[src/rtl/ihpq_cmp.sv]
// ----------------------------------------------------------------------------
// ihpq_cmp
// Shared signed less-than unit used by every sift step.
// ----------------------------------------------------------------------------
`default_nettype none

module ihpq_cmp #(
    parameter int WIDTH = 32
) (
    input  wire logic [WIDTH-1:0] a,
    input  wire logic [WIDTH-1:0] b,
    output logic                  lt
);

    assign lt = $signed(a) < $signed(b);

endmodule

`default_nettype wire
[config.mk]
export PLATFORM = sky130hd
export DESIGN_NAME = ihpq_cmp
export DESIGN_NICKNAME = d
export VERILOG_FILES = /design/src/rtl/ihpq_cmp.sv
export SDC_FILE = /design/constraint.sdc
export NUM_CORES = 1
export LEC_CHECK = 0
export BUFFER_PORTS_ARGS = -buffer_cell sky130_fd_sc_hd__buf_2
export CORE_MARGIN = 4
export CORE_UTILIZATION = 41
export DETAILED_ROUTE_END_ITERATION = 7
export PLACE_DENSITY = 0.86
export RECOVER_POWER = 25
export SYNTH_ARGS = -nofsm -noshare
export SYNTH_HDL_FRONTEND = slang
export SYNTH_SLANG_ARGS = --single-unit
[constraint.sdc]
create_clock -name vclk -period 2.1
set_input_delay 0.105 -clock vclk [all_inputs]
set_output_delay 0.105 -clock vclk [all_outputs]
set_load 0.005 [all_outputs]
Word-level counts from Yosys, hierarchy flattened:

Cells that the tools add are included.

* mux-type cells: 0
* equality and inequality tests: 0
* add/subtract/negate cells: 0
* multiply operators: 0
* bitwise gates (word level): 0
* order comparisons: 1
* div/mod/pow operators: 0
* reduce and logical (&&, ||, !) cells: 0
* shift operators: 0

Operator list (count)
* 32-bit < comparator: 1

* bits in latches: 0
* memories: 0
* memory bits (writable): 0
* logic and storage cells: 1
* flip-flop bits (word level): 0
* memory bits (read-only): 0
* output and inout port bits: 1

Longest topological paths before layout:

* depth in word-level cells: 1
* gate-level depth with buffers: 8

Least setup slack after synthesis:

Ideal clock, no wire load.

* path kind: input to output
* start point: in b[22]
* end point: out lt
* path buffers: 0
* slack: 541 ps
* stages: 8
* data arrival time: 1454 ps
* cells stage by stage: inv_1 > ha_1 > a21oi_1 > a21boi_1 > o21bai_1 > a31oi_1 > or4b_1 > mux2i_1

* word-level cells in the longest chain between the ends: 1

RTL lines
* from (decl): RTL line 11 `input wire logic [WIDTH-1:0] b,`
* 32-bit < comparator: RTL line 15 `assign lt = $signed(a) < $signed(b);`
* to (decl): RTL line 12 `output logic lt`

No other way between the ends.

Worst setup path in the final report:

* start point: in a[22]
* end point: out lt

* word-level cells in the longest chain between the ends: 1

RTL lines
* from (decl): RTL line 10 `input wire logic [WIDTH-1:0] a,`
* 32-bit < comparator: RTL line 15

No other way between the ends.

==> impl_summary.log <==
INFO  metric worst_ir_drop_vdd = around 0.085 mV
INFO  metric fillCellCount = between 150 and 200
INFO  metric clkbuf_count = 0
INFO  metric power.internal = roughly 0.11 mW
INFO  metric finalWeightedCongestion = between 0.7 and 0.8
INFO  metric viasPerCell = slightly below 5
INFO  metric detailedRoute.firstIterationViolations = 6
INFO  metric layout_commonest_cell = sky130_fd_sc_hd__buf_2
INFO  metric critical_path_required = 2.00 ns
INFO  metric netlist_area = 790 µm²
INFO  metric timing_hold_violations_final = 0
INFO  metric core_region_area = around 1800 µm²
INFO  metric vias = approximately 960
INFO  metric finalSetupViolCount = 0
INFO  metric powerDensity = about 170 nW/µm²
INFO  metric final_critical_path_setup_slack = between 0.2 and 0.25 ns
INFO  metric n_sequential_cell = 0
INFO  metric crit_path_end_kind = output pin
INFO  metric detailedRoute.firstPassIterationCount = 4
INFO  metric seq_power_share = 0%
INFO  metric floorplan.initialDensity = between 40% and 50%
INFO  metric swShare = between 40% and 50%
INFO  metric synthDominantAreaCellType = sky130_fd_sc_hd__ha_1
INFO  metric cts.repair_timing.setup_buffer_count = 0
INFO  metric number_of_global_route_vias_before_repair = 960
INFO  metric final_cell_count_no_fill = approximately 200
INFO  metric highest_count_cells_in_the_layout_ignoring_fill_and_taps = sky130_fd_sc_hd__buf_2, sky130_fd_sc_hd__inv_1, sky130_fd_sc_hd__ha_1
INFO  metric antenna_found_initial = 0
INFO  metric floorplan.die.height = between 50 and 60 µm
INFO  metric synth_warnings = 0
INFO  metric yosysUniqueCellTypes = 23
INFO  metric status = completed
INFO  metric final_layout_size_suffix_gt1_share = 38.7%
INFO  metric finalWirelength = between 2 and 2.5 mm
INFO  metric arrival = 1.77 ns
INFO  metric slew_headroom = ~83%
INFO  metric die_w = between 50 and 60 µm
INFO  metric syn_nets = slightly above 200
INFO  metric numPortBuffers = 65
INFO  metric max_slew_violation_count = 0
INFO  metric avg_wl_per_cell = between 10 and 15 µm
INFO  metric fin_crit_sh = around nine tenths
INFO  metric post_route_drc = 0
INFO  metric power_frac_clock = 0%
INFO  metric power.static_leakage = roughly 0.76 nW
INFO  metric fp-row-count = 15
INFO  metric sequential_cell_area = 0 µm²
INFO  metric path_max_fanout = 3
INFO  metric syn-instance-count = 108
INFO  metric max-cap-violations = 0
INFO  metric whs_path_depth = 4
INFO  metric grt_setup_unrepaired = no
INFO  metric syn_avg_cell_area = 7.31 µm²
INFO  metric layout-area-overhead-vs-synth = 45.0%
INFO  metric global_route.usage.total = 15.8%
INFO  metric num-nets-final = 270
INFO  metric fmax = approximately 530 MHz
INFO  metric dp.cells = about 200
INFO  metric fin_setup_tns = 0 ns
INFO  metric ys_top_cells_by_area = sky130_fd_sc_hd__ha_1, sky130_fd_sc_hd__inv_1, sky130_fd_sc_hd__a21oi_1
INFO  metric worstHoldStart = a[31]
INFO  metric timing_worst_slew_pin_value = 0.260 ns
INFO  metric min_to = lt
INFO  metric postLayoutCoreUtil = between 60% and 70%
INFO  metric type_of_the_worst_setup_path = primary input to output pin
INFO  metric grt_start_max_net_pins = 5
INFO  metric ctsHoldBuffers = 0
INFO  metric detailedPlace.worstSlack = roughly 0.23 ns
INFO  metric synthDominantCellAreaShare = 49.1%
INFO  metric grt_first_pass_wirelength = about 3.5 mm
INFO  metric min_period = roughly 1.9 ns
INFO  metric grt_overflow_total = 0
INFO  metric min-delay-path-class = primary input to output pin
INFO  metric cts_resized = 0
INFO  metric diodes = 0
INFO  metric power.combinational.fraction = 100.0%
INFO  metric detailedPlacementHpwl = slightly above 2 mm
INFO  metric top_level_port_count = between 60 and 70
INFO  metric drt.antenna.violating_nets = 0
INFO  metric worst_setup_path_start_kind = primary input
INFO  metric switching_power = 0.0864 mW
INFO  metric synth-seq-area-share = 0%
INFO  metric fp.dieArea = roughly 2700 µm²
-- final cells by class --
| class | count | area (µm²) | area share, % |
|---|---|---|---|
| inverter | 31 | 116 | 10.2 |
| multi-input combinational | 77 | 673 | 58.8 |
| tap | 25 | 31.3 | 2.73 |
| timing repair buffer | 65 | 324 | 28.3 |
-- worst max path at each step --
stage / from / to / slack [ns] / cells after the start
2_1_floorplan: b[22] / lt / 0.54 / 8
3_3_place_gp: a[13] / lt / 0.29 / 9
3_5_place_dp: a[22] / lt / 0.23 / 9
4_1_cts: a[22] / lt / 0.23 / 9
5_1_grt: a[22] / lt / 0.10 / 9
6_report: a[22] / lt / 0.23 / 9
-- Yosys cell counts --
cell type	number
sky130_fd_sc_hd__o21bai_1	1
sky130_fd_sc_hd__and3_1	2
sky130_fd_sc_hd__a31oi_1	2
sky130_fd_sc_hd__nor3_1	1
sky130_fd_sc_hd__mux2i_1	1
sky130_fd_sc_hd__a22o_1	1
sky130_fd_sc_hd__nand2_1	3
sky130_fd_sc_hd__ha_1	31
sky130_fd_sc_hd__or4b_1	1
sky130_fd_sc_hd__nor2_1	2
sky130_fd_sc_hd__a311oi_2	1
sky130_fd_sc_hd__a211o_1	1
sky130_fd_sc_hd__a21oi_1	8
sky130_fd_sc_hd__nand4_1	5
sky130_fd_sc_hd__o21ai_1	1
sky130_fd_sc_hd__nor2_2	1
sky130_fd_sc_hd__a21boi_1	1
sky130_fd_sc_hd__a211oi_2	1
sky130_fd_sc_hd__nand3_1	6
sky130_fd_sc_hd__a21o_1	3
sky130_fd_sc_hd__inv_1	31
sky130_fd_sc_hd__nand2b_1	1
sky130_fd_sc_hd__o21ai_0	3
-- cells by family (layout without fill, tap and decap cells) --
logic type	after synthesis	in the layout	share of synthesized area, %
compound gates	23	23	19.7
mux	1	1	1.27
simple gates	22	22	15.2
fa+ha+maj	31	31	49.1
buf+inv	31	96	14.7
-- metal layers --
layer | global-route usage [%] | routed length, µm | share of wire [%]
met1 | 16.8 | 786 | 37
met4 | 0 | 0 | 0
met2 | 34.5 | 1170 | 55
met5 | 0 | 0 | 0
met3 | 0.573 | 150 | 7.1
-- power groups by stage --
| stage | sequential (mW) | combinational [mW] | clock (mW) |
|---|---|---|---|
| after floorplan | 0 | 0.107 | 0 |
| after global placement | 0 | 0.181 | 0 |
| after detailed placement | 0 | 0.196 | 0 |
| after CTS | 0 | 0.197 | 0 |
| after global routing | 0 | 0.222 | 0 |
| final | 0 | 0.192 | 0 |
-- stage by stage --
step                      hold WS, ns  power (mW)  instance area (µm²)
after CTS                       0.655       0.197                 1150
final                           0.632       0.192                 1140
after detailed placement        0.656       0.196                 1150
after floorplan                 0.420       0.107                  790
after global routing            0.667       0.222                 1140
after global placement          0.645       0.181                 1150
-- worst max-delay path, stage by stage --
cell and delay (ns):
sky130_fd_sc_hd__buf_2 0.10, sky130_fd_sc_hd__ha_1 0.31, sky130_fd_sc_hd__a21oi_1 0.16, sky130_fd_sc_hd__a21boi_1 0.09, sky130_fd_sc_hd__o21bai_1 0.14, sky130_fd_sc_hd__a31oi_1 0.09
sky130_fd_sc_hd__or4b_1 0.49, sky130_fd_sc_hd__mux2i_1 0.14, sky130_fd_sc_hd__clkbuf_1 0.13
(Power assumes the default switching activity.)
